[config.mk]
export PLATFORM = sky130hd
export DESIGN_NAME = service_linking_record_parser_unit
export DESIGN_NICKNAME = d
export VERILOG_FILES = /design/src/rtl/slrp_pkg.sv /design/src/rtl/service_linking_record_parser_unit.sv /design/src/rtl/slrp_core.sv
export SDC_FILE = /design/constraint.sdc
export NUM_CORES = 1
export LEC_CHECK = 0
export ABC_AREA = 1
export BUFFER_PORTS_ARGS = -buffer_cell sky130_fd_sc_hd__buf_2
export CORE_ASPECT_RATIO = 1.1
export CORE_MARGIN = 2
export CORE_UTILIZATION = 43
export DETAILED_ROUTE_END_ITERATION = 8
export PLACE_DENSITY_LB_ADDON = 0.15
export SYNTH_ARGS = -nofsm -noshare
export SYNTH_HDL_FRONTEND = slang
export SYNTH_HIERARCHICAL = 1
export SYNTH_SLANG_ARGS = --single-unit
export TNS_END_PERCENT = 20
[constraint.sdc]
create_clock -name clk -period 4.7 [get_ports clk]
set_input_delay 0.235 -clock clk [delete_from_list [all_inputs] [get_ports clk]]
set_output_delay 0.235 -clock clk [all_outputs]
set_load 0.05 [all_outputs]
[src/rtl/slrp_pkg.sv]
// shared types, phase codes and helpers of the service linking record parser
package slrp_pkg;

  // parser phases
  localparam logic [2:0] PH_AWAIT_HDR  = 3'd0;
  localparam logic [2:0] PH_REC_START  = 3'd1;
  localparam logic [2:0] PH_LSN_LOW    = 3'd2;
  localparam logic [2:0] PH_LIST_USAGE = 3'd3;
  localparam logic [2:0] PH_ID_BYTES   = 3'd4;

  // header flag bit positions (c/n, oe, p/d)
  localparam int HF_CN = 2;
  localparam int HF_OE = 1;
  localparam int HF_PD = 0;

  // record flag bit positions
  localparam int RF_IDLIST  = 4;
  localparam int RF_LA      = 3;
  localparam int RF_SH      = 2;
  localparam int RF_ILS     = 1;
  localparam int RF_DBSTART = 0;

  // result kinds
  localparam logic [1:0] KIND_HDR   = 2'd0;
  localparam logic [1:0] KIND_KEY   = 2'd1;
  localparam logic [1:0] KIND_LINK  = 2'd2;
  localparam logic [1:0] KIND_TRUNC = 2'd3;

  typedef struct packed {
    logic [1:0]  kind;
    logic [11:0] linkage_set_number;
    logic        linkage_active;
    logic        soft_link;
    logic        international_set;
    logic        change_event;
    logic        continuation;
    logic [1:0]  list_qualifier;
    logic [31:0] id_value;
    logic [15:0] link_db_key;
    logic        last_of_record;
  } slrp_res_t;

  // identifier length in bytes
  function automatic logic [2:0] id_length(input logic pd, input logic ils);
    logic [2:0] len;
    if (pd) begin
      len = 3'd4;
    end else if (ils) begin
      len = 3'd3;
    end else begin
      len = 3'd2;
    end
    return len;
  endfunction

  function automatic logic mid_record(input logic [2:0] ph);
    return (ph == PH_LSN_LOW) || (ph == PH_LIST_USAGE) || (ph == PH_ID_BYTES);
  endfunction

endpackage

[src/rtl/service_linking_record_parser_unit.sv]
// top level of the service linking record parser: input register, parser core, result register
//
// usage
//   input channel: one byte of a service linking field per request, with
//   in_first_of_field on the type-0 header byte and in_last_of_field on the
//   final byte. each request yields zero or one result request on the out_
//   channel: record header, key or link identifier, or truncated record.
// datapath and throughput
//   a byte is held in the input register, is parsed by the core and lands
//   in the result register, which drives out_valid. one byte per cycle is
//   sustained while out_stall stays low; the parser state update in the core
//   is the loop that sets this.
// stalls
//   while the result register holds a stalled result, the input register
//   keeps its byte and in_stall rises only if that register is occupied;
//   no result is dropped or repeated.
// reset
//   rst_n low clears the valid bits of both registers and returns the parser
//   to waiting for a header byte with all record fields zero; no clearing pass is needed.
module service_linking_record_parser_unit import slrp_pkg::*; (
  input  logic        clk,
  input  logic        rst_n,
  input  logic        in_valid,
  output logic        in_stall,
  input  logic [7:0]  in_data_byte,
  input  logic        in_first_of_field,
  input  logic        in_last_of_field,
  output logic        out_valid,
  input  logic        out_stall,
  output logic [1:0]  out_kind,
  output logic [11:0] out_linkage_set_number,
  output logic        out_linkage_active,
  output logic        out_soft_link,
  output logic        out_international_set,
  output logic        out_change_event,
  output logic        out_continuation,
  output logic [1:0]  out_list_qualifier,
  output logic [31:0] out_id_value,
  output logic [15:0] out_link_db_key,
  output logic        out_last_of_record
);

  // input register
  logic       in_vld_r, in_vld_nxt;
  logic [7:0] in_byte_r;
  logic       in_first_r;
  logic       in_last_r;

  // result register
  logic      out_vld_r, out_vld_nxt;
  slrp_res_t out_res_r;

  logic      proc_en;
  logic      in_take;
  logic      res_valid;
  slrp_res_t res;

  // parse the held byte when the result register can take a result
  assign proc_en  = in_vld_r && (!out_vld_r || !out_stall);
  assign in_stall = in_vld_r && !proc_en;
  assign in_take  = in_valid && !in_stall;

  always_comb begin
    if (in_take) begin
      in_vld_nxt = 1'b1;
    end else if (proc_en) begin
      in_vld_nxt = 1'b0;
    end else begin
      in_vld_nxt = in_vld_r;
    end

    if (proc_en) begin
      out_vld_nxt = res_valid;
    end else if (!out_stall) begin
      out_vld_nxt = 1'b0;
    end else begin
      out_vld_nxt = out_vld_r;
    end
  end

  slrp_core u_core (
    .clk            (clk),
    .rst_n          (rst_n),
    .step_en        (proc_en),
    .data_byte      (in_byte_r),
    .first_of_field (in_first_r),
    .last_of_field  (in_last_r),
    .res_valid      (res_valid),
    .res            (res)
  );

  always_ff @(posedge clk) begin
    if (!rst_n) begin
      in_vld_r  <= 1'b0;
      out_vld_r <= 1'b0;
    end else begin
      in_vld_r  <= in_vld_nxt;
      out_vld_r <= out_vld_nxt;
    end
  end

  // payload registers, no reset
  always_ff @(posedge clk) begin
    if (in_take) begin
      in_byte_r  <= in_data_byte;
      in_first_r <= in_first_of_field;
      in_last_r  <= in_last_of_field;
    end
    if (proc_en && res_valid) begin
      out_res_r <= res;
    end
  end

  assign out_valid              = out_vld_r;
  assign out_kind               = out_res_r.kind;
  assign out_linkage_set_number = out_res_r.linkage_set_number;
  assign out_linkage_active     = out_res_r.linkage_active;
  assign out_soft_link          = out_res_r.soft_link;
  assign out_international_set  = out_res_r.international_set;
  assign out_change_event       = out_res_r.change_event;
  assign out_continuation       = out_res_r.continuation;
  assign out_list_qualifier     = out_res_r.list_qualifier;
  assign out_id_value           = out_res_r.id_value;
  assign out_link_db_key        = out_res_r.link_db_key;
  assign out_last_of_record     = out_res_r.last_of_record;

endmodule

[src/rtl/slrp_core.sv]
// parser state registers and the per-byte next state and result logic
module slrp_core import slrp_pkg::*; (
  input  logic      clk,
  input  logic      rst_n,
  input  logic      step_en,
  input  logic [7:0] data_byte,
  input  logic      first_of_field,
  input  logic      last_of_field,
  output logic      res_valid,
  output slrp_res_t res
);

  logic [2:0]  phase_r, phase_nxt;
  logic [2:0]  hdr_r, hdr_nxt;
  logic [4:0]  rec_r, rec_nxt;
  logic [11:0] set_r, set_nxt;
  logic [1:0]  qual_r, qual_nxt;
  logic [3:0]  ids_r, ids_nxt;
  logic        pend_r, pend_nxt;
  logic [2:0]  bytes_r, bytes_nxt;
  logic [31:0] acc_r, acc_nxt;

  logic [1:0]  kind;
  logic [31:0] idv;
  logic        last_rec;
  logic [31:0] acc_cat;
  logic [2:0]  bytes_dec;
  logic [3:0]  ids_dec;

  always_comb begin
    phase_nxt = phase_r;
    hdr_nxt   = hdr_r;
    rec_nxt   = rec_r;
    set_nxt   = set_r;
    qual_nxt  = qual_r;
    ids_nxt   = ids_r;
    pend_nxt  = pend_r;
    bytes_nxt = bytes_r;
    acc_nxt   = acc_r;
    res_valid = 1'b0;
    kind      = KIND_HDR;
    idv       = '0;
    last_rec  = 1'b0;
    acc_cat   = {acc_r[23:0], data_byte};
    bytes_dec = (bytes_r != 3'd0) ? bytes_r - 3'd1 : 3'd0;
    ids_dec   = (ids_r != 4'd0) ? ids_r - 4'd1 : 4'd0;

    if (first_of_field) begin
      // abandoned record reported with the old header flags
      if (mid_record(phase_r)) begin
        res_valid = 1'b1;
        kind      = KIND_TRUNC;
        last_rec  = 1'b1;
      end
      hdr_nxt   = data_byte[7:5];
      phase_nxt = last_of_field ? PH_AWAIT_HDR : PH_REC_START;
    end else begin
      unique case (phase_r)
        PH_REC_START: begin
          rec_nxt   = {data_byte[7:4], data_byte[7] & ~hdr_r[HF_CN]};
          set_nxt   = {data_byte[3:0], 8'h00};
          qual_nxt  = 2'd0;
          ids_nxt   = 4'd0;
          pend_nxt  = 1'b0;
          bytes_nxt = 3'd0;
          acc_nxt   = '0;
          phase_nxt = PH_LSN_LOW;
        end
        PH_LSN_LOW: begin
          set_nxt = {set_r[11:8], data_byte};
          if (rec_r[RF_IDLIST]) begin
            phase_nxt = PH_LIST_USAGE;
          end else begin
            res_valid = 1'b1;
            last_rec  = 1'b1;
            phase_nxt = PH_REC_START;
          end
        end
        PH_LIST_USAGE: begin
          qual_nxt  = data_byte[6:5];
          ids_nxt   = data_byte[3:0];
          res_valid = 1'b1;
          if (data_byte[3:0] == 4'd0) begin
            last_rec  = 1'b1;
            phase_nxt = PH_REC_START;
          end else begin
            pend_nxt  = 1'b1;
            bytes_nxt = id_length(hdr_r[HF_PD], rec_r[RF_ILS]);
            acc_nxt   = '0;
            phase_nxt = PH_ID_BYTES;
          end
        end
        PH_ID_BYTES: begin
          if (bytes_dec == 3'd0) begin
            res_valid = 1'b1;
            kind      = (pend_r && rec_r[RF_DBSTART]) ? KIND_KEY : KIND_LINK;
            idv       = acc_cat;
            last_rec  = (ids_dec == 4'd0);
            pend_nxt  = 1'b0;
            ids_nxt   = ids_dec;
            if (ids_dec != 4'd0) begin
              acc_nxt   = '0;
              bytes_nxt = id_length(hdr_r[HF_PD], rec_r[RF_ILS]);
            end else begin
              acc_nxt   = acc_cat;
              bytes_nxt = 3'd0;
              phase_nxt = PH_REC_START;
            end
          end else begin
            acc_nxt   = acc_cat;
            bytes_nxt = bytes_dec;
          end
        end
        default: begin
          // stray byte while waiting for a header
        end
      endcase

      if (last_of_field) begin
        if (mid_record(phase_nxt)) begin
          res_valid = 1'b1;
          kind      = KIND_TRUNC;
          idv       = '0;
          last_rec  = 1'b1;
        end
        phase_nxt = PH_AWAIT_HDR;
      end
    end

    res.kind               = kind;
    res.linkage_set_number = set_nxt;
    res.linkage_active     = rec_nxt[RF_LA];
    res.soft_link          = ~rec_nxt[RF_SH];
    res.international_set  = rec_nxt[RF_ILS];
    res.change_event       = ~rec_nxt[RF_IDLIST];
    res.continuation       = rec_nxt[RF_IDLIST] & hdr_r[HF_CN];
    res.list_qualifier     = qual_nxt;
    res.id_value           = idv;
    res.link_db_key        = {hdr_r[HF_OE], hdr_r[HF_PD], rec_nxt[RF_SH], rec_nxt[RF_ILS],
                              set_nxt};
    res.last_of_record     = last_rec;
  end

  always_ff @(posedge clk) begin
    if (!rst_n) begin
      phase_r <= PH_AWAIT_HDR;
      hdr_r   <= '0;
      rec_r   <= '0;
      set_r   <= '0;
      qual_r  <= '0;
      ids_r   <= '0;
      pend_r  <= 1'b0;
      bytes_r <= '0;
      acc_r   <= '0;
    end else if (step_en) begin
      phase_r <= phase_nxt;
      hdr_r   <= hdr_nxt;
      rec_r   <= rec_nxt;
      set_r   <= set_nxt;
      qual_r  <= qual_nxt;
      ids_r   <= ids_nxt;
      pend_r  <= pend_nxt;
      bytes_r <= bytes_nxt;
      acc_r   <= acc_nxt;
    end
  end

endmodule

==> metrics.cfg, run 1 <==
[timing]
period_minus_slack_ps = 2830
final.period_utilization = 0.602
slew_viol_final = 0
skew_ps = 12.2
setup_viol = 0
hold_viol_final = 0
rsz0062_at_grt = false
setup_tns_ps = 0
slew_headroom = 0.189
worstMarginPinSlew_ps = 1210
post-route-worst-setup-slack_ps = 1870
max_freq_mhz = 354

[synth]
synth_seq_area_share = 0.600
synth.avg_cell_area_sq_um = 9.99
synth-edff-count = 80
syn_inst = 598
muxShareOfSynthArea = 0
synth_seq_cells = 139
synthAdderAreaFrac = 0
synthSimpleGateAreaFrac = 0.139
synth_top_flop_cell = edfxtp_1
ys_async_sr_fraction = 0
yosysUniqueCellTypes = 38
synth_top_family_by_area = compound AO/OA/AOI/OAI gates
synth_area_sq_um = 5970
synth_xor_area_frac = 0.00147
synth_compound_area_frac = 0.167
syn_nets = 612
ys_warn_count = 6

[setup_path]
cp_cell_sequence = nand2_1, nand2_1, inv_1, inv_2, nor2_1, nand2_2, nor2_4, inv_2, a21oi_1, nor2_1
crit_family = simple AND/OR/NAND/NOR gates
cp-end-kind = flop
cp_max_fo = 29
slowest_delay_ps = 500
critPathBufInv = 3
critical_path_required_ps = 5000
arrival_ps = 3130
cp_slowest_cell = nor2_4
critPathKind = reg2reg
setup.worst_path.start_class = flop

[route]
wire_per_inst_um = 15.0
drt-vias-per-instance = 5.04
vias = 4377
drc = 0
routed_wl_mm = 13.1
drtIter0Drc = 292
dr.pass1.iters = 6
final_antenna_net_count = 0

[cts]
root_buffer = clkbuf_16
cts_tree = built
cts_buffer_depth = 2
post_cts_buffers = 0
cts_made_buffers = 17
clk_pin_slew_ps = 60
clock-sinks = 139
clock_latency_ps = 420
htreeDepth = 4

[placed_design]
dp_hpwl_mm = 8.60
gp_congestion = 0.893
portBuffers = 85
dp_slack_ps = 1840

[global_routing]
grt_max_degree = 67
grt_util_all_layers = 0.185
gr-total-overflow = 0
use_met1 = 0.252
grt_pass1_wl_mm = 20.9
globalRouteMet3Util = 0.0441
grt.met2_usage = 0.279
grt_busiest_layer = met2
antenna_found_initial = 0
grt_pass1_vias = 4067

[floorplan]
dieArea_sq_um = 14900
fp.dieH_um = 128
initial_core_util = 0.437
die_w_um = 116
rows = 45
core-area_sq_um = 13700
ios = 86

[pwr]
leakage_uw = 0.00268
cellPowerDensity_nw_per_um2 = 406
ir_drop_uv = 227

[cells_and_area]
drive_above_1_share = 0.248
nNetsFinal = 682
antenna_cells = 0
syn_to_final_growth_pct = 18.4

[min_path]
hp-class = in2reg

[flow_run]
max-cap-violations = 0

[status]
status = finished, final reports clean

[kinds of logic (layout without fill, tap and decap cells)]
logic type                count (synthesis)  after routing
xor gates and xnor gates                  1              1
DFF                                     139            139
and+or+nand+nor                         187            187
buffers and inverters                   107            190
AOI/OAI and AO/OA                       164            164
[registers in the layout (all words and copies together), names as in the netlist, 2 cells and up]
signal and cells:
u_core/qual_r 2, u_core/set_r 12, out_kind 2, u_core/ids_r 4, out_link_db_key 16, u_core/bytes_r 3, in_byte_r 8, out_id_value 32
u_core/rec_r 5, u_core/phase_r 3, u_core/hdr_r 3, out_linkage_set_number 12, u_core/acc_r 24, out_list_qualifier 2
[path summary, 6_finish.rpt]
check,from,endpoint,slack [ps],cells past startpoint
min reg2reg,u_core/hdr_r[1],out_link_db_key[15],430,0
max,out_valid,u_core/acc_r[16],1870,10
max reg2reg,out_valid,u_core/acc_r[16],1870,10
min,in_valid,in_vld_r,70,3
[placed cells by master, fill, tap and decap left out, types with 10 or more instances in the layout]
cell type,count
nor2_1,55
a21oi_2,21
inv_1,53
a21oi_1,58
nand2_1,92
o21ai_0,54
dlygate4sd3_1,10
buf_2,85
dfxtp_1,59
clkbuf_16,17
edfxtp_1,80
nand3_1,19
[through the flow]
step / util / power [uW] / hold slack, ps / cells / instance area, sq um
final: 0.517 / 2870 / 74.9 / 869 / 7070
after global routing: 0.517 / 2960 / 67.8 / 869 / 7070
after CTS: 0.517 / 2900 / 55.4 / 869 / 7070
after detailed placement: 0.462 / 1440 / 413 / 827 / 6330
after global placement: 0.462 / 1440 / 413 / 827 / 6330
after floorplan: - / 1420 / 333 / 598 / 5970
[cells in the mapped netlist, types with 2 or more instances]
cell      count  area (sq um)
a22oi_2       2          25.0
nor2_4        4          45.0
a21oi_2      21           184
nor2_2        2          12.5
nand2_2       5          31.3
clkinv_1      3          11.3
dfxtp_1      59          1180
inv_1        53           199
a21oi_1      58           290
o22ai_1       3          18.8
clkbuf_1      6          22.5
o31ai_1       5          37.5
nand3_2       3          30.0
nand2_1      92           345
a22oi_1       7          52.6
o21ai_1       4          20.0
inv_2         6          22.5
nand3_1      19          95.1
nand2_4       2          22.5
buf_2         7          35.0
nand4_1       2          12.5
buf_4        22           165
a211oi_1      3          22.5
buf_1         2          7.51
a21oi_4       2          32.5
edfxtp_1     80          2400
nor2_1       56           210
buf_6         7          78.8
o21ai_0      54           270
[area by class of cell]
| cell class | instances | area (sq um) |
|---|---|---|
| repair buffers | 96 | 533 |
| flip-flops and latches | 139 | 3580 |
| fillers | 1253 | 6610 |
| clock buffers | 17 | 425 |
| well taps | 188 | 235 |
| multi-input cells | 352 | 1840 |
| inverters | 62 | 233 |
| clock inverters | 15 | 220 |
[worst min-delay path: cells and delay by family]
| family | cells | cell delay (ps) |
|---|---|---|
| AOI/OAI and AO/OA | 1 | 50 |
| buffers and inverters | 2 | 160 |
[power breakdown]
part           leakage, uW  switching (uW)  internal (uW)
clock             0.000313             507            941
sequential         0.00114            17.5           1300
combinational      0.00122            75.2           30.2
total              0.00268             600           2270
[per-layer routing]
layer  vias up  part of all wire  wire [um]
li1       2155                 -          -
met1      2052              0.47       6130
met2       158              0.47       6100
met3        12             0.055        719
met4         0            0.0096        125
met5         -                 0          0
[timing repair]
action	CTS	global route
hold buffers	10	0
gates resized for setup	0	0
endpoints found under the hold margin	10	0
No activity file was read; power rests on OpenSTA's default activity.
==> run 2: changes to the inputs <==
- clock period: 4.7 -> 2.7 ns (I/O delays scaled with it)
==> run 2 against run 1 <==
Against the previous run: sequential power grew 73%; highest routed layer unchanged; largest cell class unchanged; largest power group unchanged; total power grew 67%; via count grew 0.94%; core utilization grew 0.65 points; critical endpoint is now out_id_value[27]; clock power grew 59%.
==> metrics.cfg, run 2 (synthesized netlist as in run 1, its figures left out) <==
[timing]
final.period_utilization = 0.889  ; was 0.602
hold_viol_final = 0  ; unchanged
rsz0062_at_grt = false  ; unchanged
setup_tns_ps = 0  ; unchanged
max_freq_mhz = 416  ; was 354 MHz
slew_viol_final = 0  ; unchanged
worstMarginPinSlew_ps = 576  ; was 1210 ps
skew_ps = 7.91  ; was 12.2 ps
setup_viol = 0  ; unchanged
period_minus_slack_ps = 2400  ; was 2830 ps
slew_headroom = 0.615  ; was 0.189

[global_routing]
antenna_found_initial = 0  ; unchanged
grt_pass1_vias = 4235  ; was 4067
grt_util_all_layers = 0.194  ; was 0.185
gr-total-overflow = 0  ; unchanged
grt_max_degree = 34  ; was 67
grt_pass1_wl_mm = 21.7  ; was 20.9 mm

[placed_design]
dp_hpwl_mm = 9.28  ; was 8.60 mm
portBuffers = 85  ; unchanged
gp_congestion = 0.880  ; was 0.893

[setup_path]
cp_max_fo = 28  ; was 29
timing.rr.start = u_core/phase_r[0]  ; was out_valid
reg2reg_depth = 11  ; was 10
critical_path_required_ps = 2820  ; was 5000 ps
reg2reg_slack_ps = 300  ; was 1870 ps
crit-reg2reg-capture = out_id_value[27]  ; was u_core/acc_r[16]
setup.worst_path.start_class = flop  ; unchanged
critPathKind = reg2reg  ; unchanged
cp-end-kind = flop  ; unchanged
arrival_ps = 2520  ; was 3130 ps

[cts]
root_buffer = clkbuf_16  ; unchanged
clock-sinks = 139  ; unchanged
cts_made_buffers = 17  ; unchanged
htreeDepth = 4  ; unchanged
postCtsResizedCells = 0  ; unchanged
clk_pin_slew_ps = 60  ; about the same
cts_buffer_depth = 2  ; unchanged
clock_latency_ps = 420  ; about the same
cts_tree = built  ; unchanged

[floorplan]
initial_core_util = 0.437  ; unchanged
dieArea_sq_um = 14900  ; unchanged
ios = 86  ; unchanged
fp.dieH_um = 128  ; unchanged
rows = 45  ; unchanged
die_w_um = 116  ; unchanged
core-area_sq_um = 13700  ; unchanged

[pwr]
cellPowerDensity_nw_per_um2 = 668  ; was 406 nW/um^2
p_total_uw = 4790  ; was 2870 uW
leakage_uw = 0.00274  ; was 0.00268 uW
ir_drop_uv = 406  ; was 227 uV

[cells_and_area]
drive_above_1_share = 0.256  ; was 0.248
antenna_cells = 0  ; unchanged
syn_to_final_growth_pct = 19.9  ; was 18.4%
layout_commonest_cell = nand2_1  ; unchanged
nNetsFinal = 699  ; was 682
final_cell_mix = nand2_1, buf_2, edfxtp_1  ; unchanged
largest_reg_flops = 32  ; unchanged

[min_path]
min_from = rst_n  ; was in_valid
whs_endpoint = u_core/acc_r[4]  ; was in_vld_r
hp-class = in2reg  ; unchanged
hold_depth = 3  ; unchanged

[route]
drc = 0  ; unchanged
drt-vias-per-instance = 4.99  ; was 5.04
drtIter0Drc = 437  ; was 292
vias = 4418  ; was 4377
routed_wl_mm = 13.7  ; was 13.1 mm
wire_per_inst_um = 15.4  ; was 15.0 um
final_antenna_net_count = 0  ; unchanged
dr.pass1.iters = 5  ; was 6

[status]
status = finished, final reports clean  ; unchanged

[flow_run]
max-cap-violations = 0  ; unchanged

run 2: worst max-delay path by stage:
stage	start	endpoint	slack, ps	depth (start not counted)
global route	u_core/phase_r[0]	out_linkage_set_number[9]	90	11
finish	u_core/phase_r[0]	out_id_value[27]	300	11
CTS	u_core/phase_r[0]	out_id_value[16]	310	11
floorplan	u_core/phase_r[2]	out_change_event	9	7
detailed placement	u_core/phase_r[2]	out_id_value[8]	330	11
global placement	u_core/phase_r[2]	out_id_value[27]	380	11
run 2: layout make-up:
type	instances	area [sq um]
Sequential cell	139	3580
Clock inverter	9	121
Multi-Input combinational cell	352	1840
Inverter	62	233
Fill cell	1220	6520
Timing Repair Buffer	113	688
Clock buffer	23	458
Tap cell	188	235
run 2: what timing repair did:
item                       in CTS  in global routing
hold buffers                   11                  0
setup buffers                   0                  0
setup endpoints to repair       0                  0
hold endpoints to repair       11                  0
run 2: worst max-delay path, cell delays in order (launching register included):
cell	delay (ps)
dfxtp_1	430
inv_2	90
nor2_2	160
nand2_1	150
inv_1	190
o31ai_1	110
nand2_1	70
nand2_1	40
nand2_1	60
inv_1	80
nor2_4	430
buf_12	270
run 2: layer usage:
| layer | GRT usage | share of wire |
|---|---|---|
| met4 | 0.0791 | 0.016 |
| met1 | 0.268 | 0.47 |
| met5 | 0 | 0 |
| met2 | 0.288 | 0.46 |
| met3 | 0.0508 | 0.049 |
run 2: metrics by stage:
stage	std cells	area, sq um	hold WS [ps]	util	setup WS, ps
after CTS	886	7160	23.6	0.523	305
final	886	7160	36.9	0.523	299
after floorplan	598	5980	233	-	9.07
after detailed placement	843	6470	313	0.473	329
after global routing	886	7160	31.3	0.523	85.7
after global placement	843	6470	311	0.473	380
run 2: report_power, final:
group	internal, uW	switching, uW	total [uW]
Sequential	2260	25.4	2290
Clock	1470	830	2300
Combinational	63.1	138	201
